## src/herm_pkg.sv

```systemverilog
package herm_pkg;

  // fixed formats
  localparam int BASIS_FRAC = 16;           // basis weights in Q.16
  localparam int BASIS_W    = 20;           // signed width of one basis weight
  localparam int TAN_FRAC   = 8;            // tangent fraction bits
  localparam int CFG_W      = 16;           // tension / bias width
  localparam int KW         = 17;           // width of 1.0 +- reg
  localparam int SUM_SHIFT  = 8;            // bias sum to 6 fraction bits
  localparam int TAN_SHIFT  = 21 - TAN_FRAC;
  localparam int ACC_SHIFT  = BASIS_FRAC + TAN_FRAC;
  localparam logic signed [KW-1:0] Q14_ONE = 17'sd16384;

  // pipeline layout
  localparam int FRONT_STAGES = 5;          // basis and tangent paths
  localparam int PIPE_DEPTH   = 9;          // front plus combine

  // register map
  localparam int ADDR_W = 3;
  localparam int DATA_W = 32;

  typedef enum logic [0:0] {
    REG_TENSION = 1'b0,
    REG_BIAS    = 1'b1
  } herm_reg_t;

  typedef struct packed {
    logic signed [CFG_W-1:0] tension;
    logic signed [CFG_W-1:0] bias;
  } herm_cfg_t;

  typedef logic signed [BASIS_W-1:0] herm_basis_t;

  typedef struct packed {
    herm_basis_t h00;
    herm_basis_t h10;
    herm_basis_t h01;
    herm_basis_t h11;
  } herm_weights_t;

endpackage

```

## src/herm_cfg.sv

```systemverilog
module herm_cfg (
  input  logic                          clk,
  input  logic                          rst,
  input  logic                          psel,
  input  logic                          penable,
  input  logic                          pwrite,
  input  logic [herm_pkg::ADDR_W-1:0]   paddr,
  input  logic [herm_pkg::DATA_W-1:0]   pwdata,
  output logic [herm_pkg::DATA_W-1:0]   prdata,
  output logic                          pready,
  output herm_pkg::herm_cfg_t           cfg
);
  import herm_pkg::*;

  herm_reg_t reg_sel;
  logic      wr_en;

  assign reg_sel = herm_reg_t'(paddr[2]);
  assign wr_en   = psel && penable && pwrite;
  assign pready  = 1'b1;

  always_ff @(posedge clk) begin
    if (rst) begin
      cfg.tension <= '0;
      cfg.bias    <= '0;
    end else if (wr_en) begin
      unique case (reg_sel)
        REG_TENSION: cfg.tension <= pwdata[CFG_W-1:0];
        REG_BIAS:    cfg.bias    <= pwdata[CFG_W-1:0];
        default:     cfg.bias    <= cfg.bias;
      endcase
    end
  end

  always_comb begin
    unique case (reg_sel)
      REG_TENSION: prdata = {{(DATA_W-CFG_W){1'b0}}, cfg.tension};
      REG_BIAS:    prdata = {{(DATA_W-CFG_W){1'b0}}, cfg.bias};
      default:     prdata = '0;
    endcase
  end

endmodule

```

## config.mk

```make
export PLATFORM = sky130hd
export DESIGN_NAME = herm_cfg
export DESIGN_NICKNAME = d
export VERILOG_FILES = /design/src/herm_pkg.sv /design/src/herm_cfg.sv
export SDC_FILE = /design/constraint.sdc
export NUM_CORES = 1
export LEC_CHECK = 0
export ABC_AREA = 1
export BUFFER_PORTS_ARGS = -buffer_cell sky130_fd_sc_hd__buf_2
export CAP_MARGIN = 5
export CORE_ASPECT_RATIO = 1.4
export CORE_MARGIN = 2
export CORE_UTILIZATION = 47
export DETAILED_ROUTE_END_ITERATION = 16
export PLACE_DENSITY = 0.94
export SLEW_MARGIN = 25
export SYNTH_ARGS = -nofsm -noshare
export SYNTH_HDL_FRONTEND = slang
export SYNTH_SLANG_ARGS = --single-unit
export TNS_END_PERCENT = 50
```

## constraint.sdc

```tcl
create_clock -name clk -period 1.5 [get_ports clk]
set_input_delay 0.3 -clock clk [delete_from_list [all_inputs] [get_ports clk]]
set_output_delay 0.3 -clock clk [all_outputs]
set_load 0.05 [all_outputs]
```

### Word level (Yosys, flattened, before mapping)

Cells that the tools add are included.

| storage, ports and cells | value |
|---|---|
| logic and storage cells | 8 |
| input port bits | 40 |
| output and inout port bits | 65 |
| flip-flop bits (word level) | 32 |

| operators by class | value |
|---|---|
| bitwise logic cells | 1 |
| multiplexer cells | 1 |
| reduce and logical (&&, ||, !) cells | 4 |

Operators with widths:

| operator | count |
|---|---|
| 32-bit one-hot mux with 2 select lines | 1 |
| 2-bit AND reduction | 2 |
| 1-bit logical AND | 2 |
| 1-bit inverter | 1 |

### Longest topological paths before layout

| logic depth | value |
|---|---|
| word-level depth | 3 |
| gate-level depth with buffers | 6 |
| mapped depth without buffers | 5 |

### Worst setup path before layout

Ideal clock, no wire load.

| timing | value |
|---|---|
| path kind | input to output |
| from | in paddr[2] in the netlist's numbering |
| to | out prdata[0] in the netlist's numbering |
| stages on the path | 5 |
| setup slack | 0.095 ns |
| path buffers | 2 |
| data required time | 1.200 ns |
| arrival | 1.105 ns |
| cells stage by stage | buf_6 inv_4 buf_2 nand2_1 nand2_1 |

| between the ends | value |
|---|---|
| longest elaborated chain between the ends | 2 |

Ends and longest elaborated chain:

| element | line | source |
|---|---|---|
| start: declaration | herm_cfg.sv:7 | `input logic [herm_pkg::ADDR_W-1:0] paddr,` |
| 1-bit inverter | n/a |  |
| 32-bit one-hot mux with 2 select lines * | herm_cfg.sv:36 | `unique case (reg_sel)` |
| end: declaration | herm_cfg.sv:9 | `output logic [herm_pkg::DATA_W-1:0] prdata,` |

Mark *: on every way between the ends. The rest lies on a longest branch, timed or not. The select of a mux whose other input is x is not followed.

### Final worst setup path

| timing | value |
|---|---|
| from | in paddr[2] in the netlist's numbering |
| to | out prdata[9] in the netlist's numbering |

The elaborated chain is that of the path after synthesis.

==> out/qor.txt <==
Outcome -> completed
CP max FO -> 16
First DRT Iteration DRCs -> 37
Pre-antenna DRT Iters -> 5
I/O Pins -> 105
Largest net degree at the start of global routing -> 33
Critical Path Stages -> 5
Post-synthesis sequential area ratio -> 36.0%
GRT Overall Usage -> 19.0%
Area growth syn-to-layout -> 20.8%
Most common cell after layout, fill and taps aside -> nand2_1
Die area -> 0.00430 sq mm
Distinct cell type count after synthesis -> 17
Antenna Cells -> 0
RSZ-0062 raised after global routing -> false
Synthesized instance count -> 266
Dpl hpwl -> 2.75 mm
LEAKAGE -> 0.00123 uW
HP Class -> input port to flop
Maximum VDD drop -> 602 uV
# rows -> 26
CTS Buffer Depth -> 2
Via/cell ratio -> 4.66
Post-Route WL -> 3.91 mm
Power Density -> 968 mW/mm^2
Final ANT Viol Nets -> 0
Fin nets -> 371
Max cap viols -> 0
# setup viols final -> 0
Max stage delay on crit path -> 0.26 ns
Worst Skew -> 0 ns
PnR Total Power -> 2080 uW
Startpoint Class -> input port
Worst Hold Depth -> 5
H-tree levels -> 2
Num CTS Buffers -> 5
Fmax -> 727 MHz
DR vias -> 1741
Syn_area_per_cell -> 6.69 sq um
Final hold violation count -> 0
Commonest cells after routing, fill and taps aside -> nand2_1, buf_2, nor2_1
Regs by FF count -> cfg: 32 flops
Gpl congestion -> 0.717
Slowest CP cell -> buf_2
Critical Path RT -> 1.20 ns
CTS root buf -> clkbuf_8
Worst-path clk slew -> 0.06 ns
Starting Density -> 48.8%
Critical path type -> input port to output pin
Mapped cell area -> 0.00178 sq mm
CP cell instances -> buf_2 > buf_4 > nand2_1 > nand2_1 > buf_2
Clk Latency, worst-skew pair -> 0.27 ns
Most flops, register -> cfg
Die height -> 76.8 um
Post-Layout Cell Count -> 374
Worst path arrival time -> 1.08 ns
First-pass GRT wire length -> 6.61 mm
Grt ovf -> 0
CP Capture Type -> output pin
Vias in the first global route -> 1520
WP buf/inv -> 3
Minimum clock period -> 1.38 ns
Max-slew violations -> 0
Critical path's top delay family -> buffers and inverters
Reg2reg path depth -> 2
Max reg flops -> 32
Setup TNS -> 0 ns
Die W -> 56 um
Core box area -> 0.00364 sq mm
#FFs+latches synth -> 32
Final core occ -> 59.0%
Inst Count DP -> 366
CTS tree -> built
Residual DRC count -> 0
Fraction of layout cells with a size suffix above 1 -> 31.9%
Final worst-path cycle share -> 91.8%
Antenna violations before repair -> 0
Number of I/O port buffers -> 69
WL/cell -> 10.4 um
Post-CTS setup buffer count -> 0
Syn. warnings -> 0
Clk sinks -> 32
[synth_stat cells]
cell | count | area share, %
buf_2 | 6 | 1.7
nand3_4 | 1 | 0.98
buf_12 | 1 | 1.1
buf_4 | 20 | 8.4
nand2_1 | 81 | 17
buf_6 | 2 | 1.3
inv_1 | 18 | 3.8
buf_1 | 2 | 0.42
dfxtp_1 | 32 | 36
inv_4 | 1 | 0.35
clkbuf_1 | 1 | 0.21
nor2_1 | 44 | 9.3
nor2_8 | 2 | 2.3
nor2_2 | 20 | 7.0
conb_1 | 2 | 0.42
nor2_4 | 1 | 0.63
nand3_1 | 32 | 9.0
[worst min-delay path, stage by stage]
cell	delay [ns]
buf_2	0.07
inv_1	0.04
nand3_1	0.07
nand2_1	0.04
nor2_1	0.07
[stage by stage]
stage | area [sq um] | setup slack, ns | hold slack, ns
after detailed placement | 2060 | 0.0573 | 0.488
final | 2150 | 0.124 | 0.353
after CTS | 2150 | 0.0577 | 0.343
after global routing | 2150 | 0.0384 | 0.356
after global placement | 2060 | 0.0892 | 0.485
after floorplan | 1840 | 0.0947 | 0.488
[path summary, 6_finish.rpt]
check             start        end  slack [ns]
max            paddr[2]  prdata[9]        0.12
min          pwdata[13]    cfg[29]        0.35
max reg2reg     cfg[11]    cfg[11]        0.90
min reg2reg     cfg[30]    cfg[30]        0.50
[area by class of cell]
cell class	count	area, sq um
timing repair buffer	75	403
sequential	32	641
multi-input combinational	198	887
inverter	19	76.3
tap	42	52.6
fill	354	1490
clock buffer	8	90.1
[power breakdown]
part	switching, uW	internal, uW
clock	284	374
combinational	405	114
sequential	23.3	880
total	712	1370
[routing by layer]
layer,track usage [%],up-vias,part of all wire (%)
li1,-,894,-
met1,21.0,780,41
met2,34.5,65,52
met3,5.23,2,6.4
met4,5.95,0,0.59
met5,0,-,0
[cell families (layout without fill, tap and decap cells)]
family                 count (synthesis)  in the layout  synth area share, %
flip-flops                            32             32                 36.0
other                                  2             17                0.422
buffers and inverters                 51            102                 17.3
AND/OR/NAND/NOR                      181            181                 46.3
[what timing repair did]
item,CTS,global route
endpoints found under the setup margin,0,6
hold buffers,0,0
gates resized for setup,0,1
Note: power is estimated with default switching activity, not from simulation.
