**src/herm_pkg.sv**
```systemverilog
package herm_pkg;

  // fixed formats
  localparam int BASIS_FRAC = 16;           // basis weights in Q.16
  localparam int BASIS_W    = 20;           // signed width of one basis weight
  localparam int TAN_FRAC   = 8;            // tangent fraction bits
  localparam int CFG_W      = 16;           // tension / bias width
  localparam int KW         = 17;           // width of 1.0 +- reg
  localparam int SUM_SHIFT  = 8;            // bias sum to 6 fraction bits
  localparam int TAN_SHIFT  = 21 - TAN_FRAC;
  localparam int ACC_SHIFT  = BASIS_FRAC + TAN_FRAC;
  localparam logic signed [KW-1:0] Q14_ONE = 17'sd16384;

  // pipeline layout
  localparam int FRONT_STAGES = 5;          // basis and tangent paths
  localparam int PIPE_DEPTH   = 9;          // front plus combine

  // register map
  localparam int ADDR_W = 3;
  localparam int DATA_W = 32;

  typedef enum logic [0:0] {
    REG_TENSION = 1'b0,
    REG_BIAS    = 1'b1
  } herm_reg_t;

  typedef struct packed {
    logic signed [CFG_W-1:0] tension;
    logic signed [CFG_W-1:0] bias;
  } herm_cfg_t;

  typedef logic signed [BASIS_W-1:0] herm_basis_t;

  typedef struct packed {
    herm_basis_t h00;
    herm_basis_t h10;
    herm_basis_t h01;
    herm_basis_t h11;
  } herm_weights_t;

endpackage

```
**src/herm_basis.sv**
```systemverilog
module herm_basis #(
  parameter int POSITION_BITS = 16
) (
  input  logic                      clk,
  input  logic                      advance,
  input  logic [POSITION_BITS-1:0]  position,
  output herm_pkg::herm_weights_t   weights
);
  import herm_pkg::*;

  localparam int PB     = POSITION_BITS;
  localparam int PPW    = 2 * PB;
  localparam int HQW    = PB + 4;
  localparam int BSH_R  = (PB >= BASIS_FRAC) ? PB - BASIS_FRAC : 0;
  localparam int BSH_L  = (PB >= BASIS_FRAC) ? 0 : BASIS_FRAC - PB;
  localparam int HX     = HQW + BSH_L + 1;
  localparam int BR_HALF = (1 << BSH_R) >> 1;
  localparam logic [PPW-1:0] HALF_P = PPW'(1) << (PB - 1);
  localparam logic signed [HQW-1:0] ONE_Q = HQW'(1) << PB;

  // stage 1..4: powers of mu
  logic [PPW-1:0] pp1, mu3p3;
  logic [PB-1:0]  p1, p2, p3, p4, mu2_2, mu2_3, mu2_4, mu3_4;
  logic [PPW-1:0] mu2_rnd, mu3_rnd;

  // stage 5: weights
  logic signed [HQW-1:0] m2s, m3s, ps;
  logic signed [HQW-1:0] hq [4];
  logic signed [HX-1:0]  hr [4];
  herm_basis_t           hb [4];

  assign mu2_rnd = pp1 + HALF_P;
  assign mu3_rnd = mu3p3 + HALF_P;

  always_comb begin
    m2s = signed'(HQW'(mu2_4));
    m3s = signed'(HQW'(mu3_4));
    ps  = signed'(HQW'(p4));
    hq[0] = (m3s <<< 1) - ((m2s <<< 1) + m2s) + ONE_Q;
    hq[1] = m3s - (m2s <<< 1) + ps;
    hq[2] = m3s - m2s;
    hq[3] = ((m2s <<< 1) + m2s) - (m3s <<< 1);
    for (int i = 0; i < 4; i++) begin
      hr[i] = ((HX'(hq[i]) + HX'(BR_HALF)) >>> BSH_R) <<< BSH_L;
      hb[i] = hr[i][BASIS_W-1:0];
    end
  end

  always_ff @(posedge clk) begin
    if (advance) begin
      pp1   <= PPW'(position) * PPW'(position);
      p1    <= position;
      mu2_2 <= mu2_rnd[PPW-1:PB];
      p2    <= p1;
      mu3p3 <= PPW'(mu2_2) * PPW'(p2);
      mu2_3 <= mu2_2;
      p3    <= p2;
      mu3_4 <= mu3_rnd[PPW-1:PB];
      mu2_4 <= mu2_3;
      p4    <= p3;
      weights.h00 <= hb[0];
      weights.h10 <= hb[1];
      weights.h01 <= hb[2];
      weights.h11 <= hb[3];
    end
  end

endmodule

```
**config.mk**
```make
export PLATFORM = sky130hd
export DESIGN_NAME = herm_basis
export DESIGN_NICKNAME = d
export VERILOG_FILES = /design/src/herm_pkg.sv /design/src/herm_basis.sv
export SDC_FILE = /design/constraint.sdc
export NUM_CORES = 1
export LEC_CHECK = 0
export ABC_CLOCK_PERIOD_IN_PS = 12800
export BUFFER_PORTS_ARGS = -buffer_cell sky130_fd_sc_hd__buf_2
export CAP_MARGIN = 25
export CORE_ASPECT_RATIO = 1.1
export CORE_MARGIN = 2
export CORE_UTILIZATION = 70
export CTS_CLUSTER_SIZE = 12
export DETAILED_ROUTE_END_ITERATION = 12
export GPL_ROUTABILITY_DRIVEN = 0
export PLACE_DENSITY = 0.93
export SETUP_SLACK_MARGIN = 0.5
export SLEW_MARGIN = 40
export SYNTH_ARGS = -nofsm -noshare
export SYNTH_HDL_FRONTEND = slang
export SYNTH_SLANG_ARGS = --single-unit
```
**constraint.sdc**
```tcl
create_clock -name clk -period 12.8 [get_ports clk]
set_input_delay 1.28 -clock clk [delete_from_list [all_inputs] [get_ports clk]]
set_output_delay 1.28 -clock clk [all_outputs]
set_load 0.01 [all_outputs]
```
Yosys cells after proc, flatten, opt, wreduce, memory -nomap -nowiden
Index checks and enable logic that the tools add are counted.
{"block": "word_totals", "register_bits": 272, "output_inout_bits": 80, "wordCells": 25}
{"block": "op_classes", "add_sub_neg": 9, "multipliers": 2}
{"cell": "$add A32 B16 Y32 const B", "count": 2}
{"cell": "$mul A16 B16 Y32", "count": 2}
{"cell": "$add A20 B18 Y20 const B", "count": 1}
{"cell": "$sub A18 B20 Y20", "count": 1}
{"cell": "$add A18 B17 Y19", "count": 1}
{"cell": "$sub A18 B17 Y19", "count": 1}
{"cell": "$add A17 B16 Y18", "count": 1}
{"cell": "$sub A16 B17 Y18", "count": 1}
{"cell": "$sub A16 B16 Y17", "count": 1}

Longest topological paths before layout
Gate-level depths: netlist (run 1).
{"block": "logic_depth", "word_depth": 3, "depth_mapped": 25, "mapped_depth_nobuf": 24}

Worst setup path after synthesis (run 1)
No wires, ideal clock.
{"block": "synth_path", "path_kind": "input -> register", "startpoint": "input port position[1]", "endpoint": "register pp1[31], data pin", "setup_ps": 266, "arrival_time_ps": 6668, "required_ps": 12534, "setup_slack_ps": 5866, "cell_stages": 21, "cell_sequence": "clkbuf_1 -> clkbuf_1 -> nand2_1 -> fa_1 -> fa_1 -> inv_1 -> fa_1 -> fa_1 -> fa_1 -> inv_1 -> fa_1 -> inv_1 -> ha_1 -> nand4_1 -> nor3_1 -> o41ai_4 -> a31oi_2 -> a311oi_4 -> a21oi_2 -> mux2i_1 -> nand4_1"}
{"block": "synth_between", "elab_chain_len": 1}
{"element": "start: declaration", "line_no": "herm_basis.sv:6", "rtl": "input logic [POSITION_BITS-1:0] position,"}
{"element": "$mul A16 B16 Y32", "line_no": "herm_basis.sv:51", "rtl": "pp1 <= PPW'(position) * PPW'(position);"}
{"element": "end signal: assignment", "line_no": "herm_basis.sv:51"}
{"element": "end: declaration", "line_no": "herm_basis.sv:22", "rtl": "logic [PPW-1:0] pp1, mu3p3;"}
Every way passes these cells.
A chain may end at the register's enable or synchronous reset.

Final worst setup path (run 1)
{"block": "layout_path", "startpoint": "register mu2_2[8]", "endpoint": "register mu3p3[31], data pin"}
{"block": "layout_between", "elab_chain_len": 1}
{"element": "start: declaration", "line_no": "herm_basis.sv:23", "rtl": "logic [PB-1:0] p1, p2, p3, p4, mu2_2, mu2_3, mu2_4, mu3_4;"}
{"element": "start signal: assignment", "line_no": "herm_basis.sv:53", "rtl": "mu2_2 <= mu2_rnd[PPW-1:PB];"}
{"element": "$mul A16 B16 Y32", "line_no": "herm_basis.sv:55", "rtl": "mu3p3 <= PPW'(mu2_2) * PPW'(p2);"}
{"element": "end signal: assignment", "line_no": "herm_basis.sv:55"}
{"element": "end: declaration", "line_no": "herm_basis.sv:22"}
Every way passes these cells.

==> results of run 1 <==
-- sequential cells by signal (all words and copies together), names as in the netlist --
| name | count |
|---|---|
| mu2_3 | 16 |
| p2 | 16 |
| p3 | 16 |
| mu2_4 | 16 |
| p4 | 16 |
| mu3_4 | 16 |
| pp1 | 18 |
| weights | 74 |
| mu2_2 | 16 |
| mu3p3 | 17 |
| p1 | 15 |
-- placed cells by master, fill, tap and decap left out, drive strengths merged, types with 6 or more instances in the layout --
cell / n
inv: 549
fa: 360
ha: 317
nand2: 253
edfxtp: 236
and2: 158
xnor2: 106
nor2: 105
buf: 99
a21oi: 75
xor2: 44
o21ai: 43
nand3: 33
clkbuf: 32
nor3: 29
a21o: 29
nor2b: 24
and3: 18
o21a: 15
nand2b: 14
nand4: 14
a211oi: 10
o21bai: 9
or3: 9
a31oi: 8
or2: 7
a21boi: 7
clkinv: 6
-- cell families after synthesis --
logic type,share of synthesized area (%)
adder cells (fa/ha/maj),41.7
AO/OA/AOI/OAI,6.15
XOR/XNOR,4.90
AND/OR/NAND/NOR,12.2
flip-flops,26.4
buffers and inverters,8.62
multiplexers,0.0793
-- per-stage QoR --
step	worst slack (ns)	utilization (%)	hold WS, ns	instances
after global placement	5.44	72.9	0.400	3126
final	5.54	75.0	0.417	3167
after global routing	5.29	75.0	0.420	3167
after detailed placement	5.24	72.9	0.405	3126
after floorplan	5.87	-	0.400	2588
after CTS	5.71	75.0	0.418	3167
-- final timing paths --
kind / start / endpoint / slack, ns / cells past startpoint
max: mu2_2[8] / mu3p3[31] / 5.54 / 20
min: p3[14] / p4[14] / 0.42 / 0
max reg2reg: mu2_2[8] / mu3p3[31] / 5.54 / 20
min reg2reg: p3[14] / p4[14] / 0.42 / 0
-- routing by layer --
layer  GRT usage [%]  part of all wire (%)
met5               0                     0
met4            19.2                   6.5
met3            4.72                   7.8
met2            58.6                    52
met1            35.0                    33
-- worst max-delay path: stages, from the launching register on --
cell and delay (ns):
edfxtp_1 0.93, nand2_1 0.22, fa_1 0.58, inv_1 0.05
fa_1 0.59, fa_1 0.45, fa_1 0.48, fa_1 0.56
inv_1 0.07, fa_1 0.53, inv_1 0.04, ha_1 0.35
a2111oi_0 0.44, o21ai_0 0.17, a22oi_1 0.27, inv_1 0.10
o2111a_1 0.29, o21ai_0 0.35, nand3_1 0.19, a31oi_1 0.24
xnor2_1 0.10
-- final cells by class --
| class | instances | share of cell area [%] |
|---|---|---|
| Sequential cell | 236 | 24.9 |
| Inverter | 549 | 7.23 |
| Tap cell | 500 | 2.19 |
| Clock buffer | 32 | 2.44 |
| Clock inverter | 9 | 0.360 |
| Multi-Input combinational cell | 1742 | 61.1 |
| Timing Repair Buffer | 99 | 1.82 |
==> results.sh, run 1 <==
export IMPL_status="finished clean"
export IMPL_grtUsageTotal_pct=32.0
export IMPL_die_w_um=191
export IMPL_firstDrtPassIters=6
export IMPL_yosys_area_top_type="fa_1"
export IMPL_place_area_um2=27700
export IMPL_antenna_cells=0
export IMPL_postCtsResizedCells=0
export IMPL_synth_edf_count=236
export IMPL_cts_tree="yes"
export IMPL_synth_ff_type="edfxtp_1"
export IMPL_syn_inst=2588
export IMPL_synthTopCellsByCount="549 x inv_1, 360 x fa_1, 317 x ha_1, 253 x nand2_1, 236 x edfxtp_1"
export IMPL_antenna_found_initial=0
export IMPL_setup_violations=0
export IMPL_dp_hpwl_um=46300
export IMPL_synth_most_common_cell="inv_1"
export IMPL_rsz0062_at_grt="no"
export IMPL_clock_latency_ns=0.54
export IMPL_ios=98
export IMPL_synth_area_leaders="fa_1 27%, edfxtp_1 26%, ha_1 15%"
export IMPL_synth_nets=3283
export IMPL_drv_cap=0
export IMPL_path_clk_slew_ns=0.06
export IMPL_synth_top_cell_area_share_pct=26.9
export IMPL_async_flop_share_pct=0
export IMPL_cts_made_buffers=26
export IMPL_fin_skew_ns=0.0158
export IMPL_min_path_type="flop to flop"
export IMPL_dieArea_um2=39900
export IMPL_worst_ep_required_time_ns=13.08
export IMPL_drive_gt1_share_pct=5.92
export IMPL_final_area_um2=28500
export IMPL_fillerInstances=2267
export IMPL_grt_max_degree=96
export IMPL_routed_wirelength_um=61500
export IMPL_synth_cell_types=63
export IMPL_cp_max_fo=17
export IMPL_slew_headroom_pct=41.0
export IMPL_worstSetupEndpointType="flop"
export IMPL_worst_pin_slew_ns=0.884
export IMPL_routed_via_density=6.00
export IMPL_rows=75
export IMPL_max_freq_ghz=0.138
export IMPL_syn2layout_area_growth_pct=6.30
export IMPL_clock_sinks=236
export IMPL_cts_htree_levels=1
export IMPL_coreArea_um2=38000
export IMPL_netlist_area_um2=26800
export IMPL_cts_setup_buffers=0
export IMPL_drc=0
export IMPL_hold_viol_final=0
export IMPL_yosys_warnings=0
export IMPL_fin_nets=3349
export IMPL_final_max_slew_violation_count=0
export IMPL_multiInputGateArea_um2=17400
export IMPL_finalCritPeriodShare_pct=56.7
export IMPL_start_util_pct=70.6
export IMPL_grt_pass1_wl_um=101000
export IMPL_crit_arrival_ns=7.54
export IMPL_grt_ovfl_total=0
export IMPL_seqCellArea_um2=7090
export IMPL_synth_avg_cell_area_um2=10.4
export IMPL_wl_per_cell_um=19.4
export IMPL_start_kind="flop"
export IMPL_drt_iter0_markers=1444
export IMPL_cts_root_buf="clkbuf_16"
export IMPL_min_period_ns=7.26
export IMPL_setup_tns_ns=0
export IMPL_die_h_um=209
export IMPL_synth_seq_area_share_pct=26.4
export IMPL_clockBufferDepth=3
export IMPL_cts_hold_buf=0
export IMPL_synth_seq_cells=236
export IMPL_grt_pass1_vias=21077
export IMPL_num_vias=19010
export IMPL_port_buffer_count=97
export IMPL_path_class="flop to flop"
export IMPL_ant_nets=0
Power of run 1 is left out: the tool's default activity adds up to more than one toggle a clock period on the data nets, which glitch-free logic cannot reach.
==> run 2, diff against run 1 <==
- ABC_CLOCK_PERIOD_IN_PS: 12800 -> 6000
- CORE_UTILIZATION: 70 -> 59
- PLACE_DENSITY: 0.93 -> 0.84
- clock period: 12.8 -> 6 ns (I/O delays scaled with it)
==> run 2 against run 1 <==
  * The flow now finishes with violations (setup timing)
  * Cell area up 8.8%
  * Register-to-register slack lost 5.8 ns
  * Clock-buffer cell count down 2
  * Critical path type unchanged
  * Critical endpoint is now mu3p3[30]
  * Largest cell class unchanged
==> results.sh, run 2 (synthesis results as in run 1) <==
export IMPL_start_kind="flop"
export IMPL_status="complete, but fails checks"
export IMPL_die_w_um=207
export IMPL_final_max_slew_violation_count=0
export IMPL_clockBufferDepth=3
export IMPL_grt_pass1_wl_um=99900
export IMPL_port_buffer_count=97
export IMPL_wl_per_cell_um=18.2
export IMPL_hold_viol_final=0
export IMPL_grt_max_degree=101
export IMPL_rows=81
export IMPL_cts_htree_levels=1
export IMPL_ios=98
export IMPL_firstDrtPassIters=5
export IMPL_drv_cap=0
export IMPL_routed_wirelength_um=62900
export IMPL_cts_tree="yes"
export IMPL_top_register="weights"
export IMPL_final_area_um2=31000
export IMPL_path_class="flop to flop"
export IMPL_top_regs="weights: 74 flops, pp1: 18 flops, mu3p3: 17 flops"
export IMPL_worst_ep_required_time_ns=6.29
export IMPL_violations="setup timing"
export IMPL_die_h_um=228
export IMPL_ant_nets=0
export IMPL_fin_nets=3554
export IMPL_largest_register_ffs=74
export IMPL_rsz0062_at_grt="yes"
export IMPL_clock_sinks=236
export IMPL_setup_violations=10
export IMPL_path_clk_slew_ns=0.07
export IMPL_mostFrequentLayoutCells="514 x inv_1, 346 x fa_1, 301 x ha_1"
export IMPL_start_util_pct=60.0
export IMPL_dp_hpwl_um=47500
export IMPL_final_common_cell="inv_1"
export IMPL_place_area_um2=29200
export IMPL_max_freq_ghz=0.159
export IMPL_drt_iter0_markers=1447
export IMPL_slew_headroom_pct=41.5
export IMPL_antenna_found_initial=0
export IMPL_grt_ovfl_total=0
export IMPL_grt_pass1_vias=21444
export IMPL_coreArea_um2=44700
export IMPL_drive_gt1_share_pct=17.7
export IMPL_cts_made_buffers=25
export IMPL_routed_via_density=5.58
export IMPL_min_path_type="input pin to flop"
export IMPL_fin_skew_ns=0.0149
export IMPL_worst_slack_ns=-0.284
export IMPL_worst_pin_slew_ns=0.873
export IMPL_worstSetupEndpointType="flop"
export IMPL_num_vias=19260
export IMPL_finalCritPeriodShare_pct=105
export IMPL_antenna_cells=0
export IMPL_grtUsageTotal_pct=26.1
export IMPL_dieArea_um2=47200
export IMPL_clock_latency_ns=0.55
export IMPL_crit_arrival_ns=6.58
export IMPL_drc=0
export IMPL_syn2layout_area_growth_pct=15.6
export IMPL_cp_max_fo=9
export IMPL_min_period_ns=6.28
export IMPL_cts_root_buf="clkbuf_16"
run 2: cell count changes in the layout (fill, tap and decap cells not counted), moves of 16 or more:
cell	previous run	this run
buf_6	2	39
and2_1	158	135
inv_1	549	514
ha_1	317	301
and2_4	0	23
buf_4	0	169
inv_2	0	34
run 2: critical path, stage by stage, from the launching register on:
cell and delay [ns]:
edfxtp_1 0.57, buf_4 0.22, buf_4 0.17, and2_1 0.17
fa_1 0.53, inv_1 0.05, fa_1 0.55, inv_1 0.07
fa_1 0.46, fa_1 0.42, fa_1 0.42, ha_1 0.30
ha_1 0.36, a21o_1 0.21, a21oi_1 0.24, nor2_1 0.08
a211oi_1 0.70, nand3_4 0.18, buf_6 0.17, nand2_4 0.07
xnor2_2 0.09
run 2: routing by layer:
metal  part of all wire, %  up-vias  GRT usage, %  wire length [um]
li1                      -     8758             -                 -
met1                    35     9494          27.6             22200
met2                    54      766          51.6             34200
met3                   5.5      242          3.02              3440
met4                   4.9        0          12.4              3090
met5                     0        -             0                 0
run 2: timing repair:
| action | CTS | global route |
|---|---|---|
| hold buffers | 0 | 0 |
| gates resized for setup | 120 | 79 |
| buffers inserted | 28 | 15 |
| setup endpoints to repair | 29 | 32 |
| pin swaps | 59 | 71 |
| cloned | 1 | 0 |
run 2: path summary, 6_finish.rpt:
path                            depth (start not counted)   startpoint  slack (ns)         to
worst max-delay path                                   20    mu2_2[12]       -0.28  mu3p3[30]
worst min-delay path                                    2  position[1]        0.39      p1[1]
worst max register to register                         20    mu2_2[12]       -0.28  mu3p3[30]
worst min register to register                          0        p1[3]        0.41      p2[3]
run 2: layout make-up:
| class | count | area (um2) |
|---|---|---|
| Timing Repair Buffer | 305 | 2300 |
| Sequential cell | 236 | 7090 |
| Multi-Input combinational cell | 1742 | 18100 |
| Inverter | 549 | 2060 |
| Tap cell | 581 | 727 |
| Fill cell | 2882 | 13700 |
| Clock buffer | 30 | 644 |
| Clock inverter | 9 | 95.1 |
run 2: metrics by stage:
| stage | instances | utilization, % | hold WS [ns] | TNS, ns | worst slack, ns |
|---|---|---|---|---|---|
| 2_1_floorplan | 2588 | - | 0.400 | 0 | 0.00321 |
| 3_3_place_gp | 3369 | 65.3 | 0.402 | -1.48 | -0.216 |
| 3_5_place_dp | 3369 | 65.3 | 0.405 | -4.15 | -0.363 |
| 4_1_cts | 3437 | 68.4 | 0.384 | -0.0462 | -0.0288 |
| 5_1_grt | 3452 | 69.4 | 0.402 | -3.49 | -0.483 |
| 6_report | 3452 | 69.4 | 0.394 | -1.57 | -0.284 |
Power of run 2 is left out for the same reason.
